## src/rtl/tfhp_pkg.sv

```systemverilog
// Package for the Ethernet/IPv4/TCP frame header parser.
// Holds header constants, the status codes and the result record type.
// No dependencies.
package tfhp_pkg;

    localparam int MAX_FRAME_BYTES_DEF = 65535;

    localparam int ETH_HDR_BYTES = 14;
    localparam int MIN_HDR_BYTES = 20;
    localparam int TYPE_POS      = 12;
    localparam int IHL_POS       = 14;
    localparam int SRC_IP_POS    = 26;
    localparam int DST_IP_POS    = 30;
    localparam int DOFF_REL      = 12;

    localparam logic [15:0] ETHERTYPE_IPV4 = 16'h0800;

    localparam int TDATA_W = 120;

    typedef enum logic [2:0] {
        ST_OK         = 3'd0,
        ST_SHORT_ETH  = 3'd1,
        ST_NOT_IPV4   = 3'd2,
        ST_SHORT_IP   = 3'd3,
        ST_BAD_IHL    = 3'd4,
        ST_SHORT_TCP  = 3'd5,
        ST_BAD_DOFF   = 3'd6,
        ST_TCP_PAST   = 3'd7
    } status_t;

    typedef struct packed {
        status_t     status;
        logic [31:0] source_ip;
        logic [15:0] source_port;
        logic [31:0] dest_ip;
        logic [15:0] dest_port;
        logic [7:0]  payload_offset;
        logic [15:0] payload_length;
    } result_t;

endpackage

```

## src/rtl/tfhp_capture.sv

```systemverilog
// Byte counter and header field capture for the frame header parser.
// Evaluates the frame status on the closing beat; depends on tfhp_pkg.
module tfhp_capture
    import tfhp_pkg::*;
#(
    parameter int MAX_FRAME_BYTES = MAX_FRAME_BYTES_DEF
) (
    input  logic       aclk,
    input  logic       aresetn,
    input  logic       beat_en,
    input  logic [7:0] frame_byte,
    input  logic       frame_end,
    output result_t    result
);

    localparam logic [15:0] MaxCount = 16'(MAX_FRAME_BYTES);
    localparam logic [15:0] EthLen   = 16'(ETH_HDR_BYTES);
    localparam logic [15:0] IpLen    = 16'(ETH_HDR_BYTES + MIN_HDR_BYTES);

    logic [15:0] byte_count_reg, byte_count_next;
    logic [15:0] type_word_reg, type_word_next;
    logic [5:0]  ip_hdr_reg, ip_hdr_next;
    logic [5:0]  tcp_hdr_reg, tcp_hdr_next;
    logic [31:0] src_ip_reg, src_ip_next;
    logic [31:0] dst_ip_reg, dst_ip_next;
    logic [15:0] src_port_reg, src_port_next;
    logic [15:0] dst_port_reg, dst_port_next;

    logic        count_en;
    logic        tcp_zone;
    logic [6:0]  tcp_start;
    logic [15:0] pos;
    logic [6:0]  need_tcp;
    logic [7:0]  offset;
    status_t     status;

    always_comb begin
        pos       = byte_count_reg;
        count_en  = beat_en && (byte_count_reg < MaxCount);
        tcp_start = 7'(ETH_HDR_BYTES) + {1'b0, ip_hdr_reg};
        tcp_zone  = count_en && (pos > EthLen);

        byte_count_next = count_en ? byte_count_reg + 16'd1 : byte_count_reg;
        type_word_next  = type_word_reg;
        ip_hdr_next     = ip_hdr_reg;
        tcp_hdr_next    = tcp_hdr_reg;
        src_ip_next     = src_ip_reg;
        dst_ip_next     = dst_ip_reg;
        src_port_next   = src_port_reg;
        dst_port_next   = dst_port_reg;

        if (count_en && (pos == 16'(TYPE_POS) || pos == 16'(TYPE_POS + 1))) begin
            type_word_next = {type_word_reg[7:0], frame_byte};
        end
        if (count_en && pos == 16'(IHL_POS)) begin
            ip_hdr_next = {frame_byte[3:0], 2'b00};
        end
        if (count_en && pos >= 16'(SRC_IP_POS) && pos <= 16'(SRC_IP_POS + 3)) begin
            src_ip_next = {src_ip_reg[23:0], frame_byte};
        end
        if (count_en && pos >= 16'(DST_IP_POS) && pos <= 16'(DST_IP_POS + 3)) begin
            dst_ip_next = {dst_ip_reg[23:0], frame_byte};
        end
        if (tcp_zone && (pos == {9'd0, tcp_start} || pos == {9'd0, tcp_start + 7'd1})) begin
            src_port_next = {src_port_reg[7:0], frame_byte};
        end
        if (tcp_zone && (pos == {9'd0, tcp_start + 7'd2}
                         || pos == {9'd0, tcp_start + 7'd3})) begin
            dst_port_next = {dst_port_reg[7:0], frame_byte};
        end
        if (tcp_zone && pos == {9'd0, tcp_start + 7'(DOFF_REL)}) begin
            tcp_hdr_next = {frame_byte[7:4], 2'b00};
        end

        need_tcp = 7'(ETH_HDR_BYTES + MIN_HDR_BYTES) + {1'b0, ip_hdr_next};
        offset   = 8'(ETH_HDR_BYTES) + {2'b00, ip_hdr_next} + {2'b00, tcp_hdr_next};

        if (byte_count_next < EthLen) begin
            status = ST_SHORT_ETH;
        end else if (type_word_next != ETHERTYPE_IPV4) begin
            status = ST_NOT_IPV4;
        end else if (byte_count_next < IpLen) begin
            status = ST_SHORT_IP;
        end else if (ip_hdr_next < 6'(MIN_HDR_BYTES)) begin
            status = ST_BAD_IHL;
        end else if (byte_count_next < {9'd0, need_tcp}) begin
            status = ST_SHORT_TCP;
        end else if (tcp_hdr_next < 6'(MIN_HDR_BYTES)) begin
            status = ST_BAD_DOFF;
        end else if ({8'd0, offset} > byte_count_next) begin
            status = ST_TCP_PAST;
        end else begin
            status = ST_OK;
        end

        result = '0;
        result.status = status;
        if (status == ST_OK) begin
            result.source_ip      = src_ip_next;
            result.source_port    = src_port_next;
            result.dest_ip        = dst_ip_next;
            result.dest_port      = dst_port_next;
            result.payload_offset = offset;
            result.payload_length = byte_count_next - {8'd0, offset};
        end
    end

    always_ff @(posedge aclk) begin
        if (!aresetn || (beat_en && frame_end)) begin
            byte_count_reg <= '0;
            type_word_reg  <= '0;
            ip_hdr_reg     <= '0;
            tcp_hdr_reg    <= '0;
            src_ip_reg     <= '0;
            dst_ip_reg     <= '0;
            src_port_reg   <= '0;
            dst_port_reg   <= '0;
        end else begin
            byte_count_reg <= byte_count_next;
            type_word_reg  <= type_word_next;
            ip_hdr_reg     <= ip_hdr_next;
            tcp_hdr_reg    <= tcp_hdr_next;
            src_ip_reg     <= src_ip_next;
            dst_ip_reg     <= dst_ip_next;
            src_port_reg   <= src_port_next;
            dst_port_reg   <= dst_port_next;
        end
    end

    a_count_cleared: assert property (@(posedge aclk) disable iff (!aresetn)
        (beat_en && frame_end) |=> (byte_count_reg == '0))
        else $error("byte count not cleared after the closing beat");

    a_count_in_range: assert property (@(posedge aclk) disable iff (!aresetn)
        byte_count_reg <= MaxCount)
        else $error("byte count beyond the frame limit");

    a_hdr_whole_words: assert property (@(posedge aclk) disable iff (!aresetn)
        (ip_hdr_reg[1:0] == 2'b00) && (tcp_hdr_reg[1:0] == 2'b00))
        else $error("header length is not a whole number of words");

endmodule

```

## src/rtl/tcp_frame_header_parser_unit.sv

```systemverilog
// Ethernet/IPv4/TCP frame header parser, top level.
// Depends on tfhp_pkg and tfhp_capture.
//
// The slave channel takes one frame byte per beat in s_tdata, starting at
// the Ethernet destination address, with s_tlast on the final byte.
// For every frame the master channel gives one result beat: the status in
// m_tuser and the addresses, ports and payload position in m_tdata.
// Any status other than OK comes with all m_tdata bits zero.
// The result is registered into the output buffer when the closing beat is accepted.
// The block accepts one byte per cycle with no gaps, also across frames, while s_tready is high.
// Results pass through a two-entry output buffer, so a stalled receiver
// does not hold up the byte stream until two results are waiting;
// s_tready then drops until one of them has been taken.
// Reset clears the byte counter, all captured fields and the buffer.
// Bytes past MAX_FRAME_BYTES are neither counted nor captured.
module tcp_frame_header_parser_unit
    import tfhp_pkg::*;
#(
    parameter int MAX_FRAME_BYTES = MAX_FRAME_BYTES_DEF
) (
    input  logic               aclk,
    input  logic               aresetn,
    input  logic               s_tvalid,
    output logic               s_tready,
    input  logic [7:0]         s_tdata,   // frame_byte[7:0]
    input  logic               s_tlast,
    output logic               m_tvalid,
    input  logic               m_tready,
    // source_ip[31:0], source_port[47:32], dest_ip[79:48], dest_port[95:80],
    // payload_offset[103:96], payload_length[119:104]
    output logic [TDATA_W-1:0] m_tdata,
    output logic [2:0]         m_tuser    // status[2:0]
);

    logic    beat_en;
    logic    push;
    logic    pop;
    result_t new_result;

    logic    out_valid_reg, out_valid_next;
    logic    skid_valid_reg, skid_valid_next;
    result_t out_data_reg, out_data_next;
    result_t skid_data_reg, skid_data_next;

    assign s_tready = !skid_valid_reg;
    assign beat_en  = s_tvalid && s_tready;
    assign push     = beat_en && s_tlast;
    assign pop      = out_valid_reg && m_tready;

    tfhp_capture #(
        .MAX_FRAME_BYTES(MAX_FRAME_BYTES)
    ) u_capture (
        .aclk      (aclk),
        .aresetn   (aresetn),
        .beat_en   (beat_en),
        .frame_byte(s_tdata),
        .frame_end (s_tlast),
        .result    (new_result)
    );

    always_comb begin
        out_valid_next  = out_valid_reg;
        skid_valid_next = skid_valid_reg;
        out_data_next   = out_data_reg;
        skid_data_next  = skid_data_reg;
        if (pop) begin
            if (skid_valid_reg) begin
                out_data_next   = skid_data_reg;
                skid_valid_next = 1'b0;
            end else if (push) begin
                out_data_next = new_result;
            end else begin
                out_valid_next = 1'b0;
            end
        end else if (push) begin
            if (out_valid_reg) begin
                skid_data_next  = new_result;
                skid_valid_next = 1'b1;
            end else begin
                out_data_next  = new_result;
                out_valid_next = 1'b1;
            end
        end
    end

    always_ff @(posedge aclk) begin
        if (!aresetn) begin
            out_valid_reg  <= 1'b0;
            skid_valid_reg <= 1'b0;
        end else begin
            out_valid_reg  <= out_valid_next;
            skid_valid_reg <= skid_valid_next;
        end
        out_data_reg  <= out_data_next;
        skid_data_reg <= skid_data_next;
    end

    assign m_tvalid = out_valid_reg;
    assign m_tuser  = out_data_reg.status;
    assign m_tdata  = {out_data_reg.payload_length, out_data_reg.payload_offset,
                       out_data_reg.dest_port, out_data_reg.dest_ip,
                       out_data_reg.source_port, out_data_reg.source_ip};

    a_skid_behind_out: assert property (@(posedge aclk) disable iff (!aresetn)
        skid_valid_reg |-> out_valid_reg)
        else $error("skid entry holds a result while the output entry is empty");

    a_result_follows: assert property (@(posedge aclk) disable iff (!aresetn)
        push |=> m_tvalid)
        else $error("no result beat after the closing beat of a frame");

    a_fail_zero: assert property (@(posedge aclk) disable iff (!aresetn)
        (m_tvalid && m_tuser != ST_OK) |-> (m_tdata == '0))
        else $error("failed frame carries nonzero result fields");

    a_ok_offset: assert property (@(posedge aclk) disable iff (!aresetn)
        (m_tvalid && m_tuser == ST_OK) |-> (m_tdata[103:96] >= 8'd54))
        else $error("accepted frame has a payload offset below the minimum headers");

endmodule
```

## config.mk

```make
export PLATFORM = sky130hd
export DESIGN_NAME = tcp_frame_header_parser_unit
export DESIGN_NICKNAME = d
export VERILOG_FILES = /design/src/rtl/tfhp_pkg.sv /design/src/rtl/tfhp_capture.sv /design/src/rtl/tcp_frame_header_parser_unit.sv
export SDC_FILE = /design/constraint.sdc
export NUM_CORES = 1
export LEC_CHECK = 0
export BUFFER_PORTS_ARGS = -buffer_cell sky130_fd_sc_hd__buf_2
export CAP_MARGIN = 30
export CELL_PAD_IN_SITES_DETAIL_PLACEMENT = 0
export CELL_PAD_IN_SITES_GLOBAL_PLACEMENT = 1
export CORE_AREA = 2 2 214 216
export CTS_CLUSTER_SIZE = 20
export DETAILED_ROUTE_END_ITERATION = 8
export DIE_AREA = 0 0 216 218
export PLACE_DENSITY_LB_ADDON = 0.1
export REMOVE_ABC_BUFFERS = 1
export SLEW_MARGIN = 10
export SYNTH_ARGS = -nofsm -noshare
export SYNTH_HDL_FRONTEND = slang
export SYNTH_SLANG_ARGS = --single-unit
export TNS_END_PERCENT = 1
```

## constraint.sdc

```tcl
create_clock -name aclk -period 16.8 [get_ports aclk]
set_input_delay 0.84 -clock aclk [delete_from_list [all_inputs] [get_ports aclk]]
set_output_delay 0.84 -clock aclk [all_outputs]
set_load 0.02 [all_outputs]
```

After elaboration in Yosys (flattened, before gate mapping)
Index checks and enable logic that the tools add are counted.
- reductions and logical operators: 28
- $add $sub $neg: 10
- divide/modulo/power cells: 0
- order comparisons: 12
- eq/ne operators: 12
- muxes and demuxes: 25
- bitwise logic cells: 2
- multiply operators: 0
- shift operators: 0
- operators by type and width (operator ; number):
    $mux W123 ; 5
    $mux W120 ; 1
    $eq A16 B7 Y1 ; 5
    $mux W16 ; 4
    $mux W32 ; 2
    $eq A16 B4 Y1 const B ; 3
    $ge A16 B5 Y1 const B ; 2
    $mux W3 ; 7
    $add A16 B1 Y16 const B ; 1
    $gt A16 B4 Y1 const B ; 1
    $gt A8 B16 Y1 ; 1
    $le A16 B5 Y1 const B ; 1
    $le A16 B6 Y1 const B ; 1
    $lt A16 B16 Y1 const B ; 1
    $lt A16 B4 Y1 const B ; 1
    $lt A16 B6 Y1 const B ; 1
    $lt A16 B7 Y1 ; 1
    $ne A16 B12 Y1 const B ; 1
    $sub A16 B8 Y16 ; 1
    $add A4 B6 Y7 const A ; 2
    $add A7 B2 Y7 const B ; 2
    $logic_and A1 B1 Y1 ; 14
    $lt A6 B5 Y1 const B ; 2
    $mux W6 ; 2
    other kinds (14) ; 27
- memories kept: 0
- latch bits: 0
- memory bits (writable): 0
- register bits after elaboration: 388
- output and inout port bits: 125
- bits in read-only memories: 0

Longest topological paths before layout
Gate-level depths: netlist of run 1.
- depth in word-level cells: 20
- mapped depth: 32
- depth with buffers taken out: 27

Hierarchy
A second synthesis of run 1 with hierarchy kept.
- cell total of the unflattened synthesis: 1392
- area, all modules: 18183.7 µm²
- modules (own cells, without submodules) (module ; cells each ; area each (µm²) ; times used):
    tcp_frame_header_parser_unit ; 398 ; 9267.6 ; 1
    tfhp_capture ; 994 ; 8916.1 ; 1

Worst setup path before layout of run 1
OpenSTA, ideal clock, no wires.
- path type: input to register
- start: input port s_tvalid
- end: register out_data_reg (netlist bit m_tdata[0]) (enable)
- library setup time: 0.645 ns
- data required time: 16.155 ns
- buffers on the path: 0
- slack: 9.028 ns
- stages on the path: 3
- arrival time: 7.127 ns
- cell sequence: nor2b_1 nand2_1 a21oi_1
- cells in the longest elaborated chain, start to end: 4
- ends and longest elaborated chain (element ; line ; RTL):
    start, declared ; tcp_frame_header_parser_unit.sv:23 ; input logic s_tvalid,
    $logic_and A1 B1 Y1 * ; tcp_frame_header_parser_unit.sv:46 ; assign beat_en = s_tvalid && s_tready;
    $logic_and A1 B1 Y1 * ; tcp_frame_header_parser_unit.sv:47 ; assign push = beat_en && s_tlast;
    $reduce_bool A2 Y1 (no line) ; n/a ;
    $reduce_and A3 Y1 (no line) * ; n/a ;
    end signal, assigned ; tcp_frame_header_parser_unit.sv:94 ; out_data_reg <= out_data_next;
    end, declared ; tcp_frame_header_parser_unit.sv:42 ; result_t out_data_reg, out_data_next;
Mark *: on every way between the ends. The rest lies on a longest branch, timed or not.
A chain may end at the register's enable or synchronous reset.

==> flow_summary.yaml, run 1 <==
place:
  gp_congestion: 0.825
  placed_cells: 2208
  dp_hpwl_um: 25300
  io_buffers: 137
critical_path:
  cp_num_cells: 29
  critPathLaunchType: "register"
  cpPeakStageDelay_ps: 550
  r2r-end: "m_tdata[50]$_DFFE_PP_"
  critPathMaxFanout: 46
  crit_start: "u_capture.ip_hdr_reg[1]$_SDFF_PP0_"
  cp_num_buf_inv: 6
  endpoint: "m_tdata[50]$_DFFE_PP_"
  worstPathArrival_ps: 8740
  end_kind: "register"
  r2r_slack_ps: 8340
  cp.required_ps: 17080
  r2r_cells: 29
  crit_family: "compound AO/OA/AOI/OAI gates"
  slowest_stage: "a211oi_4"
  crit_top_cell: "ha_1"
  critical_path_class: "register to register"
  rr_startpoint: "u_capture.ip_hdr_reg[1]$_SDFF_PP0_"
synth:
  ys_seq_area_frac: 0.577
  avgSynthCellArea_um2: 11.4
  ys.flop_type: "edfxtp_1"
  ys_types: 71
  syn_area_um2: 17700
  synth.most_common_cell: "nor2_1"
  ys_warn_count: 0
  syn_inst: 1559
  ys_seq_elements: 388
  synth_top_cell_by_area: "edfxtp_1"
  async_flop_share: 0
  synth.top_cell.area_share: 0.417
  synth.area.top_cells: "edfxtp_1 (42%), dfxtp_1 (16%), mux2i_1 (5.8%)"
  synth_common_cells: "nor2_1 (269), edfxtp_1 (246), nand2_1 (194), dfxtp_1 (142), mux2i_1 (102)"
  synth-edff-count: 246
run_status:
  status: "finished clean"
cells_and_area:
  instances_no_fill: 2291
  drive_gt1_frac: 0.189
  largest_reg_flops: 123
  syn_to_final_growth_pct: 13.7
  final_nets: 1703
  antenna_cells: 0
clocking:
  cts_setup_buffers: 0
  cts_resized: 0
  cts.hold.buffers_added: 0
  insertion_delay_ps: 560
  cts.sinks: 388
  numCtsBuffers: 43
  cts-root-buf: "clkbuf_16"
  tritoncts: "done"
  clk_pin_slew_worst_paths_ps: 60
  htree_levels: 2
  clk_path_buf_depth: 3
die:
  io_pins: 138
  start_util: 0.395
  row_count: 78
  die-area_um2: 47100
  core_area_um2: 44900
  dieHeight_um: 218
  die_w_um: 216
timing:
  fin_tns_setup_ps: 0
  tightest_slew_ps: 905
  setup_viol: 0
  grt_setup_unrepaired: "false"
  slew_viol_final: 0
  fin_worst_skew_ps: 11.7
  post-route-min-period_ps: 8460
  slew_headroom: 0.397
  clock.fmax_mhz: 118
  hold_viol: 0
  post-route-period-util: 0.504
drt:
  vias: 11569
  drtPass1Iterations: 7
  antenna_left: 0
  wl_per_cell_um: 17.7
  via_per_inst: 5.05
  route.detailed.drc: 0
  drtIter0Drc: 678
  routed_wl_um: 40600
global_route:
  grt_usage: 0.172
  grt_pass1_vias: 11162
  antenna_found_initial: 0
  overflow: 0
  grt_pass1_wl_um: 63700
  grt_max_degree: 124
hold_path:
  hp-class: "register to register"
pwr:
  vdd_drop_max_mv: 0.0642
  p_per_area_nw_per_um2: 99.3
  power_leakage_nw: 7.41
  totalPowerFinal_mw: 2.00
flow_run:
  max_cap_viol_count: 0
==> per-layer routing <==
metal / global-route usage / part of all wire
met1: 0.238 / 0.48
met2: 0.277 / 0.46
met3: 0.0315 / 0.037
met4: 0.0523 / 0.024
met5: 0 / 0
==> cells by family after synthesis <==
kind of cell | share of synthesized area
DFF | 0.577
xor gates and xnor gates | 0.0314
AOI/OAI and AO/OA | 0.116
buffers and inverters | 0.0436
muxes | 0.0616
adders and majority gates | 0.0249
and+or+nand+nor | 0.145
==> where the power goes <==
part / total [mW] / switching [mW] / internal [mW]
sequential: 1.03 / 0.00630 / 1.02
clock: 0.906 / 0.379 / 0.527
combinational: 0.0657 / 0.0511 / 0.0146
total: 2.00 / 0.436 / 1.56
==> layout make-up <==
type / instances / area (µm²)
Clock buffer: 61 / 1190
Clock inverter: 19 / 155
Fill cell: 4306 / 24700
Inverter: 33 / 124
Multi-Input combinational cell: 1032 / 6770
Sequential cell: 388 / 10200
Tap cell: 600 / 751
Timing Repair Buffer: 158 / 925
==> tightest hold or removal path: cells and delay by family (launching register included) <==
kind | cells | cell delay, ps
flops | 1 | 310
simple gates | 1 | 50
compound gates | 1 | 50
==> cell usage in the layout, fill, tap and decap left out, types with 12 or more instances in the layout <==
cell type / n
a21oi_1: 43
and3_1: 13
buf_2: 137
buf_4: 14
clkbuf_1: 14
clkbuf_16: 44
dfxtp_1: 142
edfxtp_1: 246
ha_1: 32
inv_1: 33
mux2i_1: 102
nand2_1: 193
nand3_1: 16
nand4_1: 12
nor2_1: 267
nor3_1: 15
nor4_1: 13
o21ai_0: 18
o31ai_1: 52
o31ai_2: 72
xnor2_1: 29
xor2_1: 29
==> worst min-delay path by stage <==
stage          depth (start not counted)  slack (ps)                                   start                                     end
6_report                               2         450  u_capture.type_word_reg[13]$_SDFF_PP0_  u_capture.type_word_reg[13]$_SDFF_PP0_
5_1_grt                                2         480   u_capture.type_word_reg[0]$_SDFF_PP0_   u_capture.type_word_reg[0]$_SDFF_PP0_
4_1_cts                                2         460  u_capture.type_word_reg[12]$_SDFF_PP0_  u_capture.type_word_reg[12]$_SDFF_PP0_
3_5_place_dp                           2         450  u_capture.type_word_reg[12]$_SDFF_PP0_  u_capture.type_word_reg[12]$_SDFF_PP0_
3_3_place_gp                           2         440  u_capture.type_word_reg[15]$_SDFF_PP0_  u_capture.type_word_reg[15]$_SDFF_PP0_
2_1_floorplan                          2         430   u_capture.type_word_reg[9]$_SDFF_PP0_   u_capture.type_word_reg[9]$_SDFF_PP0_
==> per-stage QoR <==
stage	setup WS, ps	instance area [µm²]	util	hold slack (ps)
6_report	8340	20200	0.449	454
3_3_place_gp	8310	18700	0.416	443
3_5_place_dp	8150	18700	0.417	447
5_1_grt	7610	20200	0.449	481
2_1_floorplan	5080	17100	-	432
4_1_cts	8100	20100	0.447	455
No activity file was read; power rests on OpenSTA's default activity.
==> inputs of run 2 (changes only) <==
--- a/config.mk
+++ b/config.mk
@@ -5,14 +5,15 @@
 export SDC_FILE = /design/constraint.sdc
 export NUM_CORES = 1
 export LEC_CHECK = 0
+export ABC_AREA = 1
 export BUFFER_PORTS_ARGS = -buffer_cell sky130_fd_sc_hd__buf_2
 export CAP_MARGIN = 30
 export CELL_PAD_IN_SITES_DETAIL_PLACEMENT = 0
 export CELL_PAD_IN_SITES_GLOBAL_PLACEMENT = 1
-export CORE_AREA = 2 2 214 216
+export CORE_AREA = 2 2 216 218
 export CTS_CLUSTER_SIZE = 20
 export DETAILED_ROUTE_END_ITERATION = 8
-export DIE_AREA = 0 0 216 218
+export DIE_AREA = 0 0 218 220
 export PLACE_DENSITY_LB_ADDON = 0.1
 export REMOVE_ABC_BUFFERS = 1
 export SLEW_MARGIN = 10
==> constraint.sdc (replaced) <==
create_clock -name aclk -period 7.2 [get_ports aclk]
set_input_delay 0.36 -clock aclk [delete_from_list [all_inputs] [get_ports aclk]]
set_output_delay 0.36 -clock aclk [all_outputs]
set_load 0.02 [all_outputs]
==> flow_summary.yaml, run 2 <==
global_route:
  grt_usage: 0.180
  overflow: 0
  grt_pass1_vias: 12730
  antenna_found_initial: 0
  grt_pass1_wl_um: 68100
  grt_max_degree: 76
hold_path:
  hp-class: "input pin to register"
  hp-start: "aresetn"
  min_to: "skid_valid_reg$_SDFFE_PP0P_"
  hold_path_depth: 3
timing:
  grt_setup_unrepaired: "false"
  slew_viol_final: 0
  hold_viol: 0
  fin_hold_ws_ps: 79.2
  setup_viol: 0
  slew_headroom: 0.370
  fin_worst_skew_ps: 33.0
  tightest_slew_ps: 945
  post-route-period-util: 0.893
  clock.fmax_mhz: 156
  post-route-min-period_ps: 6430
place:
  dp_hpwl_um: 28500
  gp_congestion: 0.848
  dpl_cell_area_um2: 19300
  io_buffers: 137
  placed_cells: 2719
cells_and_area:
  final_area_um2: 20700
  syn_to_final_growth_pct: 14.8
  drive_gt1_frac: 0.153
  postLayoutCoreUtil: 0.451
  num-fill-cells: 4611
  multi_input_area_um2: 6450
  final_nets: 2206
  largest_reg_flops: 123
  seq_area_um2: 10200
  final_common_cell: "nor2_1"
  antenna_cells: 0
  mostFrequentLayoutCells: "nor2_1 (665), inv_1 (248), edfxtp_1 (246)"
  instances_no_fill: 2801
drt:
  drtIter0Drc: 722
  drtPass1Iterations: 5
  antenna_left: 0
  via_per_inst: 4.63
  vias: 12979
  route.detailed.drc: 0
  wl_per_cell_um: 15.2
  routed_wl_um: 42600
clocking:
  insertion_delay_ps: 580
  clk_path_buf_depth: 3
  tritoncts: "done"
  cts_setup_buffers: 0
  clk_pin_slew_worst_paths_ps: 60
  cts-root-buf: "clkbuf_16"
  cts.sinks: 388
  numCtsBuffers: 44
  htree_levels: 2
pwr:
  vdd_drop_max_mv: 0.165
  swShare: 0.216
  p_per_area_nw_per_um2: 226
  power.internal_mw: 3.66
  combPwrFrac: 0.031
  power_leakage_nw: 8.89
  pwr-share-clk: 0.459
  power_frac_seq: 0.510
  netSwitchingPower_mw: 1.01
synth:
  synth.area.top_cells: "edfxtp_1 (41%), dfxtp_1 (16%), nor2_1 (14%)"
  synth-edff-count: 246
  synth_common_cells: "nor2_1 (667), inv_1 (248), edfxtp_1 (246), nand2_1 (226), dfxtp_1 (142)"
  async_flop_share: 0
  ys_warn_count: 0
  syn_inst: 2034
  synth_top_cell_by_area: "edfxtp_1"
  ys_seq_elements: 388
  avgSynthCellArea_um2: 8.85
  ys.flop_type: "edfxtp_1"
  synth.top_cell.area_share: 0.410
  syn_area_um2: 18000
  ys_seq_area_frac: 0.568
  ys_types: 49
  synth.most_common_cell: "nor2_1"
critical_path:
  slowest_stage: "buf_4"
  crit_top_cell: "nor2_1"
  cpPeakStageDelay_ps: 480
  critPathMaxFanout: 41
  r2r-end: "m_tdata[66]$_DFFE_PP_"
  end_kind: "register"
  r2r_cells: 36
  critical_path_class: "register to register"
  r2r_slack_ps: 770
  critPathLaunchType: "register"
  cp.required_ps: 7510
  rr_startpoint: "u_capture.ip_hdr_reg[1]$_SDFF_PP0_"
  worstPathArrival_ps: 6740
die:
  die_w_um: 218
  die-area_um2: 48000
  row_count: 79
  core_area_um2: 45900
  start_util: 0.393
  io_pins: 138
  dieHeight_um: 220
run_status:
  status: "finished clean"
flow_run:
  max_cap_viol_count: 0
run 2: layout make-up:
| type | instances | area share |
|---|---|---|
| sequential | 388 | 0.495 |
| timing repair buffer | 158 | 0.0429 |
| clock inverter | 13 | 0.00508 |
| inverter | 257 | 0.0468 |
| tap | 607 | 0.0367 |
| multi-input combinational | 1310 | 0.312 |
| clock buffer | 68 | 0.0616 |
run 2: per-layer routing:
metal	wire length, µm	GRT usage	vias up
met5	0	0	-
met3	1540	0.0311	70
met2	20200	0.305	184
li1	-	-	6668
met1	19700	0.235	6057
met4	1090	0.0565	0
run 2: how the worst max path moves through the flow:
stage | startpoint | endpoint | slack (ps) | cells past startpoint
floorplan | m_tvalid$_SDFFE_PN0P_ | m_tdata[0]$_DFFE_PP_ | -11540 | 4
global placement | u_capture.ip_hdr_reg[1]$_SDFF_PP0_ | m_tdata[90]$_DFFE_PP_ | 840 | 36
detailed placement | u_capture.ip_hdr_reg[1]$_SDFF_PP0_ | m_tdata[55]$_DFFE_PP_ | 630 | 36
CTS | u_capture.ip_hdr_reg[1]$_SDFF_PP0_ | m_tdata[66]$_DFFE_PP_ | 600 | 36
global route | u_capture.ip_hdr_reg[1]$_SDFF_PP0_ | m_tdata[65]$_DFFE_PP_ | 30 | 36
finish | u_capture.ip_hdr_reg[1]$_SDFF_PP0_ | m_tdata[66]$_DFFE_PP_ | 770 | 36
run 2: power groups by stage:
stage,Combinational [mW],Clock [mW],Sequential (mW)
floorplan,0.0501,0,2.48
finish,0.144,2.14,2.39
global route,0.159,2.31,2.39
CTS,0.148,2.22,2.39
global placement,0.145,0,2.43
detailed placement,0.147,0,2.43
run 2: worst max-delay path: cells and delay by family (launching register included):
kind	cells	cell delay, ps
buffers and inverters	6	1450
AO/OA/AOI/OAI	4	1040
adder cells (fa/ha/maj)	4	1130
AND/OR/NAND/NOR	22	2060
flip-flops	1	400
run 2: kinds of logic after synthesis:
kind of cell	after synthesis	synth area share
flip-flops	388	0.568
AND/OR/NAND/NOR	1073	0.261
XOR/XNOR	35	0.0199
AO/OA/AOI/OAI	168	0.0511
adder cells (fa/ha/maj)	34	0.0245
buffers and inverters	336	0.0757
run 2: metrics by stage:
stage | TNS, ps | worst slack [ps] | power (mW)
finish | 0 | 770 | 4.67
global route | 0 | 34.1 | 4.85
CTS | 0 | 602 | 4.76
detailed placement | 0 | 633 | 2.58
global placement | 0 | 836 | 2.58
floorplan | -1638070 | -11540 | 2.53
run 2: repair_timing:
action,4_1_cts,5_1_grt
gates resized for setup,0,1
setup endpoints to repair,0,29
hold buffers,0,0
==> inputs of run 3 (changes only) <==
--- a/config.mk
+++ b/config.mk
@@ -10,14 +10,15 @@
 export CAP_MARGIN = 30
 export CELL_PAD_IN_SITES_DETAIL_PLACEMENT = 0
 export CELL_PAD_IN_SITES_GLOBAL_PLACEMENT = 1
-export CORE_AREA = 2 2 216 218
+export CORE_AREA = 2 2 218 220
 export CTS_CLUSTER_SIZE = 20
 export DETAILED_ROUTE_END_ITERATION = 8
-export DIE_AREA = 0 0 218 220
+export DIE_AREA = 0 0 220 222
 export PLACE_DENSITY_LB_ADDON = 0.1
 export REMOVE_ABC_BUFFERS = 1
 export SLEW_MARGIN = 10
 export SYNTH_ARGS = -nofsm -noshare
 export SYNTH_HDL_FRONTEND = slang
+export SYNTH_HIERARCHICAL = 1
 export SYNTH_SLANG_ARGS = --single-unit
 export TNS_END_PERCENT = 1
==> flow_summary.yaml, run 3 <==
synth:
  synth.area.top_cells: "edfxtp_1 (40%), dfxtp_1 (16%), nand2_1 (12%)"
  synth.most_common_cell: "nand2_1"
  synth_top_cell_by_area: "edfxtp_1"
  syn_inst: 1966
  synth_common_cells: "nand2_1 (594), edfxtp_1 (246), nor2_1 (224), inv_1 (197), dfxtp_1 (142)"
  ys_seq_area_frac: 0.558
  ys_seq_elements: 388
  synth-edff-count: 246
  ys_warn_count: 6
  async_flop_share: 0
  syn_area_um2: 18300
  avgSynthCellArea_um2: 9.33
  ys_types: 45
  ys.flop_type: "edfxtp_1"
  synth.top_cell.area_share: 0.403
timing:
  fin_tns_setup_ps: 0
  fin_worst_skew_ps: 20.5
  post-route-min-period_ps: 6110
  slew_viol_final: 0
  hold_viol: 0
  tightest_slew_ps: 952
  post-route-period-util: 0.849
  setup_viol: 0
  slew_headroom: 0.365
  grt_setup_unrepaired: "false"
  clock.fmax_mhz: 164
cells_and_area:
  drive_gt1_frac: 0.191
  syn_to_final_growth_pct: 14.6
  mostFrequentLayoutCells: "nand2_1 (592), edfxtp_1 (246), nor2_1 (223)"
  final_nets: 2134
  largest_reg_flops: 123
  antenna_cells: 0
  postLayoutCoreUtil: 0.454
  final_common_cell: "nand2_1"
  num-fill-cells: 4500
die:
  die_w_um: 220
  core_area_um2: 46300
  die-area_um2: 48800
  io_pins: 138
  row_count: 79
  start_util: 0.396
  dieHeight_um: 222
pwr:
  power_leakage_nw: 8.59
  totalPowerFinal_mw: 4.91
  p_per_area_nw_per_um2: 233
  vdd_drop_max_mv: 0.155
clocking:
  insertion_delay_ps: 580
  clk_path_buf_depth: 3
  tritoncts: "done"
  cts-root-buf: "clkbuf_16"
  cts.hold.buffers_added: 0
  cts.sinks: 388
  htree_levels: 2
  cts_setup_buffers: 0
  cts_resized: 0
  clk_pin_slew_worst_paths_ps: 60
  numCtsBuffers: 44
critical_path:
  critPathMaxFanout: 55
  critical_path_class: "register to register"
  slowest_stage: "nand2_8"
  critPathLaunchType: "register"
  worstPathArrival_ps: 6430
  end_kind: "register"
  r2r_cells: 35
  cpPeakStageDelay_ps: 450
  cp.required_ps: 7520
  crit_top_cell: "nand2_1"
global_route:
  grt_pass1_wl_um: 69400
  antenna_found_initial: 0
  grt_usage: 0.181
  grt_pass1_vias: 12724
  overflow: 0
  grt_max_degree: 90
drt:
  vias: 12918
  via_per_inst: 4.74
  route.detailed.drc: 0
  wl_per_cell_um: 16.2
  drtIter0Drc: 599
  drtPass1Iterations: 5
  routed_wl_um: 44100
  antenna_left: 0
place:
  gp_congestion: 0.842
  io_buffers: 137
  dp_hpwl_um: 29600
run_status:
  status: "finished clean"
hold_path:
  hp-class: "input pin to register"
  hold_path_depth: 3
flow_run:
  max_cap_viol_count: 0
## run 3: cell count changes after synthesis, sizes merged, moves of 3 or more
cell    previous run  this run
nand2            244       601
mux2               0        24
or2                0         3
a21oi             77        25
nor4               8         2
nor2             737       232
clkbuf            54        29
ha                32        36
nor3              11       135
buf               25        59
mux2i              0        24
inv              255       209
## run 3: cells by family after synthesis
group	share of synthesized area
AND/OR/NAND/NOR	0.262
adder cells (fa/ha/maj)	0.0267
multiplexers	0.0278
buffers and inverters	0.0736
XOR/XNOR	0.0171
AO/OA/AOI/OAI	0.0351
flip-flops	0.558
## run 3: path summary, 6_finish.rpt
path,slack [ps],to,from
worst max-delay path,1090,m_tdata[49]$_DFFE_PP_,u_capture/ip_hdr_reg[1]$_SDFF_PP0_
worst min register to register,460,u_capture/tcp_hdr_reg[0]$_SDFF_PP0_,u_capture/tcp_hdr_reg[0]$_SDFF_PP0_
worst max register to register,1090,m_tdata[49]$_DFFE_PP_,u_capture/ip_hdr_reg[1]$_SDFF_PP0_
worst min-delay path,50,skid_valid_reg$_SDFFE_PP0P_,aresetn
## run 3: where the power goes
group / switching [mW] / total, mW / internal [mW]
combinational: 0.202 / 0.268 / 0.0657
sequential: 0.0161 / 2.40 / 2.39
clock: 0.923 / 2.23 / 1.31
## run 3: final cells by class
type	instances	area, µm²	area share
tap	607	759	0.0361
clock buffer	64	1280	0.0607
multi-input combinational	1281	6820	0.325
sequential	388	10200	0.487
inverter	209	787	0.0374
timing repair buffer	159	966	0.0460
clock inverter	18	174	0.00828
## run 3: routing by layer
metal | track usage | share of wire
met5 | 0 | 0
met4 | 0.0435 | 0.018
met3 | 0.0311 | 0.038
met2 | 0.297 | 0.47
met1 | 0.249 | 0.48
## run 3: critical path, delay by kind of cell (launching register included)
| family | cells | cell delay (ps) |
|---|---|---|
| AO/OA/AOI/OAI | 3 | 640 |
| XOR/XNOR | 1 | 130 |
| buffers and inverters | 5 | 700 |
| flip-flops | 1 | 420 |
| adder cells (fa/ha/maj) | 6 | 1630 |
| AND/OR/NAND/NOR | 20 | 2290 |
## run 3: metrics by stage
step	instance area, µm²	setup WS (ps)	hold slack, ps	std cells
after floorplan	17800	-4950	425	1878
after global placement	19500	1180	441	2641
after detailed placement	19500	1050	450	2643
after CTS	21000	1010	18.0	2725
after global routing	21000	404	48.2	2726
final	21000	1090	51.9	2726
